==> config.mk <==
export PLATFORM = sky130hd
export DESIGN_NAME = audio_mixer_peak_normalize
export DESIGN_NICKNAME = d
export VERILOG_FILES = /design/src/design/ampn_pkg.sv /design/src/design/audio_mixer_peak_normalize.sv
export SDC_FILE = /design/constraint.sdc
export NUM_CORES = 2
export LEC_CHECK = 0
export ABC_AREA = 1
export BUFFER_PORTS_ARGS = -buffer_cell sky130_fd_sc_hd__buf_2
export CORE_MARGIN = 5
export CORE_UTILIZATION = 50
export DETAILED_ROUTE_END_ITERATION = 7
export PLACE_DENSITY_LB_ADDON = 0.05
export SETUP_SLACK_MARGIN = 0.1
export SKIP_CTS_REPAIR_TIMING = 1
export SYNTH_ARGS = -nofsm -noshare
export SYNTH_HDL_FRONTEND = slang
export SYNTH_SLANG_ARGS = --single-unit
==> constraint.sdc <==
create_clock -name clock -period 10.81 [get_ports clock]
set_input_delay 1.081 -clock clock [delete_from_list [all_inputs] [get_ports clock]]
set_output_delay 1.081 -clock clock [all_outputs]
set_load 0.02 [all_outputs]
==> src/design/ampn_pkg.sv <==
// Package: constants, widths and state encoding of the peak-normalizing audio mixer.
package ampn_pkg;

   localparam int FRAME_SLOTS    = 64;
   localparam int MAX_WRITERS    = 16;
   localparam int PCM_FULL_SCALE = 32767;

   localparam int SLOT_W   = 6;
   localparam int SAMPLE_W = 16;
   localparam int SUM_W    = 20;
   localparam int CNT_W    = 5;
   localparam int Q_W      = 15;
   localparam int DIV_CNT_W = 4;

   // Command codes carried by req_cmd.
   localparam logic CMD_ADD  = 1'b0;
   localparam logic CMD_EMIT = 1'b1;

   typedef enum logic [2:0] {
      ST_IDLE,
      ST_ADD_WR,
      ST_PEAK,
      ST_PEAK_END,
      ST_OUT_RD,
      ST_OUT_CALC,
      ST_DIV,
      ST_OUT_SEND
   } state_type;

endpackage

==> src/design/audio_mixer_peak_normalize.sv <==
// Top level: frame mixer with a slot-sum memory, peak search and peak normalization.
//
// Usage:
//  - Request channel (req_valid / req_stall): an item with req_cmd = 0 adds req_sample
//    into the saturating 20-bit sum of slot req_slot; req_writer_done = 1 counts one
//    finished writer. An item with req_cmd = 1 closes the frame and emits it.
//  - Response channel (rsp_valid / rsp_stall): one item per slot, slots 0 upward,
//    rsp_last high on the final slot. Add items produce no response.
//  - An add does one memory read, then the write-back of the new sum, as a
//    read-modify-write of the sum memory.
//  - An emit walks the memory twice: once to find the peak, then once to read and
//    send each slot, through the serial divider for each slot when scaling
//    applies (more than one writer and peak above 32767).
//  - req_stall is high whenever an item is in flight; a new item is taken while the
//    last response item still waits in the output register.
//  - When the receiver stalls, the output register holds its item and the emit
//    sequence waits before loading the next slot.
//  - Reset (synchronous, active high) clears the writer count and the per-slot valid
//    bits, so every sum reads as zero; the same happens at the end of each emit.
module audio_mixer_peak_normalize (
   input  logic                                  clock,
   input  logic                                  reset,
   input  logic                                  req_valid,
   output logic                                  req_stall,
   input  logic                                  req_cmd,
   input  logic [ampn_pkg::SLOT_W-1:0]           req_slot,
   input  logic signed [ampn_pkg::SAMPLE_W-1:0]  req_sample,
   input  logic                                  req_writer_done,
   output logic                                  rsp_valid,
   input  logic                                  rsp_stall,
   output logic signed [ampn_pkg::SAMPLE_W-1:0]  rsp_mixed_sample,
   output logic [ampn_pkg::SLOT_W-1:0]           rsp_out_slot,
   output logic                                  rsp_last
);

   localparam int SUM_W  = ampn_pkg::SUM_W;
   localparam int SLOT_W = ampn_pkg::SLOT_W;
   localparam int SMP_W  = ampn_pkg::SAMPLE_W;
   localparam int Q_W    = ampn_pkg::Q_W;
   localparam int DVD_W  = SUM_W + Q_W;

   // Saturate a 21-bit sum to the signed 20-bit range.
   function automatic logic signed [SUM_W-1:0] sat_sum(input logic signed [SUM_W:0] v);
      logic signed [SUM_W:0] hi;
      logic signed [SUM_W:0] lo;
      hi = (SUM_W+1)'(signed'({1'b0, {(SUM_W-1){1'b1}}}));
      lo = -hi - (SUM_W+1)'(1);
      if (v > hi) begin
         return SUM_W'(hi);
      end else if (v < lo) begin
         return SUM_W'(lo);
      end
      return SUM_W'(v);
   endfunction

   // Saturate a 20-bit sum to the signed 16-bit range.
   function automatic logic signed [SMP_W-1:0] sat16(input logic signed [SUM_W-1:0] v);
      logic signed [SUM_W-1:0] hi;
      logic signed [SUM_W-1:0] lo;
      hi = SUM_W'(ampn_pkg::PCM_FULL_SCALE);
      lo = -hi - SUM_W'(1);
      if (v > hi) begin
         return SMP_W'(hi);
      end else if (v < lo) begin
         return SMP_W'(lo);
      end
      return SMP_W'(v);
   endfunction

   // Slot-sum memory and per-slot valid bits.
   logic signed [SUM_W-1:0]        sum_mem [ampn_pkg::FRAME_SLOTS];
   logic [ampn_pkg::FRAME_SLOTS-1:0] slot_vld_ff;
   logic signed [SUM_W-1:0]        mem_q_ff;
   logic                           rd_vld_ff;

   logic                           mem_re;
   logic [SLOT_W-1:0]              mem_raddr;
   logic                           mem_we;
   logic [SLOT_W-1:0]              mem_waddr;
   logic signed [SUM_W-1:0]        mem_wdata;
   logic                           vld_clr;

   ampn_pkg::state_type            state_ff, state_in;

   logic [SLOT_W-1:0]              idx_ff, idx_in;
   logic [SLOT_W-1:0]              add_slot_ff, add_slot_in;
   logic signed [SMP_W-1:0]        add_sample_ff, add_sample_in;
   logic                           add_ok_ff, add_ok_in;
   logic [ampn_pkg::CNT_W-1:0]     wcnt_ff, wcnt_in;
   logic [SUM_W-1:0]               peak_ff, peak_in;
   logic                           pk_dv_ff, pk_dv_in;
   logic [SUM_W:0]                 rem_ff, rem_in;
   logic [Q_W-1:0]                 dvd_ff, dvd_in;
   logic [Q_W-1:0]                 q_ff, q_in;
   logic [ampn_pkg::DIV_CNT_W-1:0] cnt_ff, cnt_in;
   logic                           neg_ff, neg_in;
   logic signed [SMP_W-1:0]        res_ff, res_in;

   logic                           rsp_valid_ff, rsp_valid_in;
   logic signed [SMP_W-1:0]        rsp_sample_ff, rsp_sample_in;
   logic [SLOT_W-1:0]              rsp_slot_ff, rsp_slot_in;
   logic                           rsp_last_ff, rsp_last_in;

   // Derived values.
   logic signed [SUM_W-1:0]        sum_rd;
   logic                           sum_neg;
   logic [SUM_W-1:0]               sum_mag;
   logic [DVD_W-1:0]               dividend;
   logic                           scale;
   logic                           idx_last;
   logic                           out_free;
   logic [SUM_W:0]                 trial;
   logic                           trial_ge;
   logic signed [SMP_W-1:0]        q_signed;

   assign sum_rd   = rd_vld_ff ? mem_q_ff : '0;
   assign sum_neg  = sum_rd[SUM_W-1];
   assign sum_mag  = sum_neg ? SUM_W'(-sum_rd) : SUM_W'(sum_rd);
   // mag * 32767 as (mag << 15) - mag
   assign dividend = {sum_mag, {Q_W{1'b0}}} - DVD_W'(sum_mag);
   assign scale    = (wcnt_ff > ampn_pkg::CNT_W'(1))
                     && (peak_ff > SUM_W'(ampn_pkg::PCM_FULL_SCALE));
   assign idx_last = idx_ff == SLOT_W'(ampn_pkg::FRAME_SLOTS - 1);
   assign out_free = !rsp_valid_ff || !rsp_stall;
   assign trial    = {rem_ff[SUM_W-1:0], dvd_ff[Q_W-1]};
   assign trial_ge = trial >= {1'b0, peak_ff};
   assign q_signed = neg_ff ? -signed'({1'b0, q_ff}) : signed'({1'b0, q_ff});

   assign req_stall        = state_ff != ampn_pkg::ST_IDLE;
   assign rsp_valid        = rsp_valid_ff;
   assign rsp_mixed_sample = rsp_sample_ff;
   assign rsp_out_slot     = rsp_slot_ff;
   assign rsp_last         = rsp_last_ff;

   // Memory: synchronous read, one write port.
   always_ff @(posedge clock) begin
      if (mem_we) begin
         sum_mem[mem_waddr] <= mem_wdata;
      end
      if (mem_re) begin
         mem_q_ff  <= sum_mem[mem_raddr];
         rd_vld_ff <= slot_vld_ff[mem_raddr];
      end
   end

   // Valid bits: an entry that was never written since the last clear reads as zero.
   always_ff @(posedge clock) begin
      if (reset || vld_clr) begin
         slot_vld_ff <= '0;
      end else if (mem_we) begin
         slot_vld_ff[mem_waddr] <= 1'b1;
      end
   end

   // Next state.
   always_comb begin
      state_in = state_ff;
      case (state_ff)
         ampn_pkg::ST_IDLE: begin
            if (req_valid) begin
               state_in = (req_cmd == ampn_pkg::CMD_EMIT) ? ampn_pkg::ST_PEAK
                                                          : ampn_pkg::ST_ADD_WR;
            end
         end
         ampn_pkg::ST_ADD_WR:   state_in = ampn_pkg::ST_IDLE;
         ampn_pkg::ST_PEAK: begin
            if (idx_last) begin
               state_in = ampn_pkg::ST_PEAK_END;
            end
         end
         ampn_pkg::ST_PEAK_END: state_in = ampn_pkg::ST_OUT_RD;
         ampn_pkg::ST_OUT_RD:   state_in = ampn_pkg::ST_OUT_CALC;
         ampn_pkg::ST_OUT_CALC: begin
            state_in = scale ? ampn_pkg::ST_DIV : ampn_pkg::ST_OUT_SEND;
         end
         ampn_pkg::ST_DIV: begin
            if (cnt_ff == ampn_pkg::DIV_CNT_W'(Q_W - 1)) begin
               state_in = ampn_pkg::ST_OUT_SEND;
            end
         end
         ampn_pkg::ST_OUT_SEND: begin
            if (out_free) begin
               state_in = idx_last ? ampn_pkg::ST_IDLE : ampn_pkg::ST_OUT_RD;
            end
         end
         default: state_in = ampn_pkg::ST_IDLE;
      endcase
   end

   // Datapath and memory control.
   always_comb begin
      mem_re        = 1'b0;
      mem_raddr     = idx_ff;
      mem_we        = 1'b0;
      mem_waddr     = add_slot_ff;
      mem_wdata     = sat_sum((SUM_W+1)'(sum_rd) + (SUM_W+1)'(add_sample_ff));
      vld_clr       = 1'b0;
      idx_in        = idx_ff;
      add_slot_in   = add_slot_ff;
      add_sample_in = add_sample_ff;
      add_ok_in     = add_ok_ff;
      wcnt_in       = wcnt_ff;
      peak_in       = peak_ff;
      pk_dv_in      = state_ff == ampn_pkg::ST_PEAK;
      rem_in        = rem_ff;
      dvd_in        = dvd_ff;
      q_in          = q_ff;
      cnt_in        = cnt_ff;
      neg_in        = neg_ff;
      res_in        = res_ff;
      rsp_valid_in  = rsp_valid_ff && rsp_stall;
      rsp_sample_in = rsp_sample_ff;
      rsp_slot_in   = rsp_slot_ff;
      rsp_last_in   = rsp_last_ff;

      // Fold the returning read into the running peak.
      if (pk_dv_ff && (sum_mag > peak_ff)) begin
         peak_in = sum_mag;
      end

      case (state_ff)
         ampn_pkg::ST_IDLE: begin
            if (req_valid) begin
               if (req_cmd == ampn_pkg::CMD_ADD) begin
                  mem_re        = 1'b1;
                  mem_raddr     = req_slot;
                  add_slot_in   = req_slot;
                  add_sample_in = req_sample;
                  add_ok_in     = {1'b0, req_slot} < (SLOT_W+1)'(ampn_pkg::FRAME_SLOTS);
                  if (req_writer_done
                      && (wcnt_ff < ampn_pkg::CNT_W'(ampn_pkg::MAX_WRITERS))) begin
                     wcnt_in = wcnt_ff + ampn_pkg::CNT_W'(1);
                  end
               end else begin
                  idx_in  = '0;
                  peak_in = '0;
               end
            end
         end
         ampn_pkg::ST_ADD_WR: begin
            mem_we = add_ok_ff;
         end
         ampn_pkg::ST_PEAK: begin
            mem_re = 1'b1;
            idx_in = idx_last ? '0 : idx_ff + SLOT_W'(1);
         end
         ampn_pkg::ST_PEAK_END: begin
            // last read folds in through the peak update above
         end
         ampn_pkg::ST_OUT_RD: begin
            mem_re = 1'b1;
         end
         ampn_pkg::ST_OUT_CALC: begin
            if (scale) begin
               rem_in = (SUM_W+1)'(dividend[DVD_W-1:Q_W]);
               dvd_in = dividend[Q_W-1:0];
               q_in   = '0;
               cnt_in = '0;
               neg_in = sum_neg;
            end else begin
               res_in = sat16(sum_rd);
            end
         end
         ampn_pkg::ST_DIV: begin
            rem_in = trial_ge ? trial - {1'b0, peak_ff} : trial;
            q_in   = {q_ff[Q_W-2:0], trial_ge};
            dvd_in = {dvd_ff[Q_W-2:0], 1'b0};
            cnt_in = cnt_ff + ampn_pkg::DIV_CNT_W'(1);
         end
         ampn_pkg::ST_OUT_SEND: begin
            if (out_free) begin
               rsp_valid_in  = 1'b1;
               rsp_sample_in = scale ? q_signed : res_ff;
               rsp_slot_in   = idx_ff;
               rsp_last_in   = idx_last;
               if (idx_last) begin
                  // drop the frame: clear sums and writer count
                  vld_clr = 1'b1;
                  wcnt_in = '0;
                  idx_in  = '0;
               end else begin
                  idx_in = idx_ff + SLOT_W'(1);
               end
            end
         end
         default: begin
         end
      endcase
   end

   // Control registers.
   always_ff @(posedge clock) begin
      if (reset) begin
         state_ff     <= ampn_pkg::ST_IDLE;
         wcnt_ff      <= '0;
         pk_dv_ff     <= 1'b0;
         rsp_valid_ff <= 1'b0;
         idx_ff       <= '0;
      end else begin
         state_ff     <= state_in;
         wcnt_ff      <= wcnt_in;
         pk_dv_ff     <= pk_dv_in;
         rsp_valid_ff <= rsp_valid_in;
         idx_ff       <= idx_in;
      end
   end

   // Payload registers.
   always_ff @(posedge clock) begin
      add_slot_ff   <= add_slot_in;
      add_sample_ff <= add_sample_in;
      add_ok_ff     <= add_ok_in;
      peak_ff       <= peak_in;
      rem_ff        <= rem_in;
      dvd_ff        <= dvd_in;
      q_ff          <= q_in;
      cnt_ff        <= cnt_in;
      neg_ff        <= neg_in;
      res_ff        <= res_in;
      rsp_sample_ff <= rsp_sample_in;
      rsp_slot_ff   <= rsp_slot_in;
      rsp_last_ff   <= rsp_last_in;
   end

endmodule

Word-level counts from Yosys, hierarchy flattened
Memory sizes are Yosys's and may differ from the RTL's. A register that Yosys moved wholly into a read port is not among the register bits.
Cells that the tools add are included.
- $add $sub $neg: 8
- magnitude comparators: 12
- eq/ne operators: 18
- mux-type cells: 66
- bitwise operators: 3
- reduce and logical (&&, ||, !) cells: 23
- operators by type and width (operator ; number):
    20-bit 2-to-1 mux ; 11
    16-bit 2-to-1 mux ; 5
    64-bit OR ; 1
    15-bit one-hot mux with 2 select lines ; 2
    6-bit 2-to-1 mux ; 7
    20-bit one-hot mux with 2 select lines ; 1
    35-bit by 20-bit subtractor with 35-bit output ; 1
    15-bit 2-to-1 mux ; 2
    5-bit 2-to-1 mux ; 5
    3-bit one-hot mux with 8 select lines ; 1
    20-bit by 16-bit adder with 21-bit output ; 1
    21-bit by 20-bit greater-or-equal comparator with 1-bit output ; 1
    21-bit by 20-bit > comparator with 1-bit output, second input constant ; 1
    21-bit by 20-bit < comparator with 1-bit output, second input constant ; 1
    20-bit by 15-bit > comparator with 1-bit output, second input constant ; 1
    20-bit by 16-bit > comparator with 1-bit output, second input constant ; 1
    20-bit > comparator ; 1
    20-bit by 16-bit < comparator with 1-bit output, second input constant ; 1
    20-bit negation ; 1
    20-bit subtractor ; 1
    1-bit 2-to-1 mux ; 19
    6-bit one-hot mux with 3 select lines ; 1
    2-bit != test, second input constant ; 8
    15-bit negation with 16-bit output ; 1
    33 further kinds ; 55
- register bits after elaboration: 217
- RAM bits: 1280
- output and inout port bits: 25
- logic and storage cells: 150
- memories: 1
- memories (memory ; words ; bits a word ; rd ports ; clocked after memory_dff ; write ports ; line ; RTL):
    sum_mem ; 64 ; 20 ; 1 ; 1 ; 1 ; audio_mixer_peak_normalize.sv:71 ; logic signed [SUM_W-1:0] sum_mem [ampn_pkg::FRAME_SLOTS];

Longest topological paths before layout
- depth after elaboration: 9
- depth in mapped cells: 31
- depth with buffers taken out: 29

Worst setup path after synthesis
No wires, ideal clock.
- path type: register -> register
- start point: reg rd_vld_ff
- end point: mem sum_mem[0][3], data pin
- library setup time: 0.702 ns
- arrival: 4.915 ns
- data required time: 10.108 ns
- path slack: 5.194 ns
- cell stages (with the launch flop): 15
- buffers on the path: 4
- path through: edfxtp_1 buf_6 buf_6 nand2_2 inv_1 buf_4 buf_2 ha_1 nand4_1 nor3_1 nand4_1 nand3_2 xor2_4 nor2_4 o21ai_0
- longest elaborated chain between the ends: 6
- elaborated cells on any way between the ends: 8
- RTL lines (element ; line ; RTL):
    start: declaration ; audio_mixer_peak_normalize.sv:74 ; logic rd_vld_ff;
    start signal: assignment ; audio_mixer_peak_normalize.sv:142 ; rd_vld_ff <= slot_vld_ff[mem_raddr];
    20-bit 2-to-1 mux * ; audio_mixer_peak_normalize.sv:116 ; assign sum_rd = rd_vld_ff ? mem_q_ff : '0;
    via sum_rd[19] ; audio_mixer_peak_normalize.sv:105 ; logic signed [SUM_W-1:0] sum_rd;
    20-bit by 16-bit adder with 21-bit output * ; audio_mixer_peak_normalize.sv:196 ; mem_wdata = sat_sum((SUM_W+1)'(sum_rd) + (SUM_W+1)'(add_sample_ff));
    21-bit by 20-bit < comparator with 1-bit output ; audio_mixer_peak_normalize.sv:50 ; end else if (v < lo) begin
    1-bit 2-to-1 mux ; audio_mixer_peak_normalize.sv:50 ;
    1-bit 2-to-1 mux ; audio_mixer_peak_normalize.sv:48 ; if (v > hi) begin
    20-bit 2-to-1 mux * ; audio_mixer_peak_normalize.sv:53 ; return SUM_W'(v);
    via mem_wdata[3] ; audio_mixer_peak_normalize.sv:80 ; logic signed [SUM_W-1:0] mem_wdata;
    end: declaration ; audio_mixer_peak_normalize.sv:71 ;
The timed path passes the listed nets; every way through them passes the cells marked *.

Worst setup path in the final report
- start point: reg rd_vld_ff
- end point: mem sum_mem[48][2], data pin
- longest elaborated chain between the ends: 6
- elaborated cells on any way between the ends: 8
- RTL lines (element ; line):
    20-bit 2-to-1 mux * ; audio_mixer_peak_normalize.sv:116
    20-bit by 16-bit adder with 21-bit output * ; audio_mixer_peak_normalize.sv:196
    21-bit by 20-bit < comparator with 1-bit output ; audio_mixer_peak_normalize.sv:50
    1-bit 2-to-1 mux ; audio_mixer_peak_normalize.sv:50
    1-bit 2-to-1 mux ; audio_mixer_peak_normalize.sv:48
    20-bit 2-to-1 mux * ; audio_mixer_peak_normalize.sv:53
    via mem_wdata[2] ; audio_mixer_peak_normalize.sv:80
Marks and branches as above.

==> flow_metrics.tcl <==
set metrics [dict create \
    drc 0 \
    worstHoldStart "wcnt_ff[3]$_SDFFE_PP0P_" \
    cp.arrival_ns 5.85 \
    die_area_um2 137000 \
    ys_warn_count 0 \
    synthArstFlopShare 0 \
    fin_worst_skew_ns 0.0576 \
    wl_per_cell_um 26.7 \
    sw_frac_of_total 0.428 \
    timing.final.crit_share 0.497 \
    cts_root_buf "clkbuf_16" \
    dr.first_iter.drc_count 5215 \
    syn_nets 5604 \
    rsz0062_at_grt "false" \
    synth_edf_count 1417 \
    reg2reg_slack_ns 5.44 \
    synth_cell_types 53 \
    path_max_fanout 49 \
    syn_avg_cell_area_um2 11.7 \
    core_um2 129000 \
    min_path_type "reg2reg" \
    crit_path_cell_trace "nand2_2 > inv_1 > ha_1 > nand4_1 > nor3_1 > nand4_1 > nand3_2 > xor2_4 > nand2_2 > a21oi_4 > buf_4" \
    path_delay_family "simple AND/OR/NAND/NOR gates" \
    grt_pass1_wl_um 287000 \
    place_hpwl_um 112000 \
    r2r-start "rd_vld_ff$_DFFE_PP_" \
    yosysTopAreaCell "edfxtp_1" \
    synth_commonest_cells "edfxtp_1, o21ai_0, nor2_1" \
    slowest_stage "edfxtp_1" \
    start_util 0.502 \
    wirelength_um 198000 \
    cp-startpoint "rd_vld_ff$_DFFE_PP_" \
    max_stage_delay_ns 1.01 \
    ys_seq_area_frac 0.688 \
    postLayoutCoreUtil 0.562 \
    area_growth_pct 11.9 \
    grt_max_degree 214 \
    p_per_area_nw_per_um2 359 \
    synthCells 5521 \
    viasPerCell 5.98 \
    ant_nets 0 \
    clk_path_buf_depth 3 \
    pwr-share-seq 0.375 \
    cts.sinks 1517 \
    tns_ns 0 \
    grt_use_total 0.285 \
    synth_top_area_frac 0.658 \
    fp.dieW_um 370 \
    antenna_found_initial 4 \
    htree_levels 4 \
    critical_path_class "reg2reg" \
    report.final.hold_viol_count 0 \
    overflow 0 \
    grt_util_met1 0.410 \
    max_cap_viol_count 0 \
    setup_viol 0 \
    status "finished clean" \
    p_int_mw 14.9 \
    p_leak_nw 24.8 \
    p_switching_mw 11.2 \
    slew-limit-headroom 0.221 \
    num_rows 132 \
    max_freq_ghz 0.186 \
    synth_ff_type "edfxtp_1" \
    routed-via-count 44308 \
    cp-end-kind "flop" \
    power_mw 26.0 \
    drive_above_1_share 0.0952 \
    place.gp.congestion 0.912 \
    max-vdd-ir-drop_mv 0.948 \
    clockPowerShare 0.206 \
    fin_nets 5612 \
    start_kind "flop" \
    grtUsageMet3 0.0498 \
    grt_pass1_vias 41333 \
    use_met2 0.441 \
    p_comb_frac 0.419 \
    grt-busiest-layer "met2" \
    synth_area_leaders "edfxtp_1, o21ai_0, nor2_1" \
    final_max_slew_viol_count 0 \
    required_ns 11.29 \
    clk_pin_slew_worst_paths_ns 0.07 \
    yosysMostFrequentCell "edfxtp_1" \
    cts_tree "done" \
    min_period_ns 5.37 \
    tightest_slew_ns 1.17 \
    syn_area_um2 64700 \
    die_h_um 370 \
    cts_buffers 161 \
    portBuffers 52 \
    io_pins 53 \
    crit_buf_inv 2 \
    worstSkewPairLatency_ns 0.80 \
    drtPass1Iterations 6 \
    yosys_register_bits 1517 \
]
==> logic make-up after synthesis <==
group                    share of synthesized area
AO/OA/AOI/OAI                                0.142
multiplexers                              0.000155
AND/OR/NAND/NOR                              0.110
flip-flops                                   0.688
XOR/XNOR                                   0.00717
buffers and inverters                       0.0412
adder cells (fa/ha/maj)                     0.0107
==> registers in the layout (all words and copies together) (netlist names), 16 cells and up <==
signal / count
res_ff: 16
sum_mem: 1280
peak_ff: 20
rem_ff: 20
add_sample_ff: 16
mem_q_ff: 20
rsp_mixed_sample: 16
slot_vld_ff: 64
==> power groups by stage <==
| stage | combinational [mW] | sequential [mW] | clock (mW) |
|---|---|---|---|
| floorplan | 6.18 | 9.96 | 0 |
| global placement | 10.8 | 9.88 | 0 |
| detailed placement | 10.8 | 9.88 | 0 |
| CTS | 10.9 | 9.76 | 5.45 |
| global route | 11.8 | 9.78 | 5.71 |
| finish | 10.9 | 9.77 | 5.37 |
==> path summary, 6_finish.rpt <==
path,endpoint,cells past startpoint
worst max register to register,sum_mem[48][2]$_DFFE_PP_,11
worst min register to register,wcnt_ff[4]$_SDFFE_PP0P_,2
worst min-delay path,wcnt_ff[4]$_SDFFE_PP0P_,2
worst max-delay path,sum_mem[48][2]$_DFFE_PP_,11
==> cells in the final DEF, fill, tap and decap left out, types with 22 or more instances in the layout <==
cell type and n:
o21bai_1 178, ha_1 54, nor2_2 60, o21ai_0 797, clkbuf_16 161, clkbuf_1 54
nor3_1 31, inv_1 311, buf_4 113, nor2_1 635, nand3_1 348, dfxtp_1 100
edfxtp_1 1417, buf_2 52, nand2_1 537, xor2_1 34, o221ai_1 40, o211ai_1 319
nand4_1 22, clkinv_1 38, a21oi_1 96
==> cell type report <==
class	count	area [um2]
fillers	10732	56500
flip-flops and latches	1517	44600
multi-input cells	3341	18000
clock buffers	224	4360
well taps	1742	2180
repair buffers	174	1290
inverters	334	1270
clock inverters	73	774
diodes	5	12.5
==> worst min-delay path: cells and delay by family (launching register included) <==
family             cells  cell delay (ns)
DFF                    1             0.31
AOI/OAI and AO/OA      1             0.05
and+or+nand+nor        1             0.06
==> per-stage QoR <==
step | setup slack [ns] | area [um2] | hold WS, ns | instances
floorplan | 5.19 | 64700 | 0.431 | 5521
global placement | 5.18 | 67300 | 0.443 | 7108
detailed placement | 5.15 | 67300 | 0.450 | 7108
CTS | 5.55 | 72400 | 0.450 | 7405
global route | 5.12 | 72400 | 0.462 | 7405
finish | 5.44 | 72400 | 0.453 | 7410
==> layer usage <==
metal | wire length [um] | vias to the layer above
met5 | 40 | -
met4 | 7740 | 6
met3 | 15300 | 343
met2 | 89700 | 1783
met1 | 85300 | 22061
li1 | - | 20115
No activity file was read; power rests on OpenSTA's default activity.
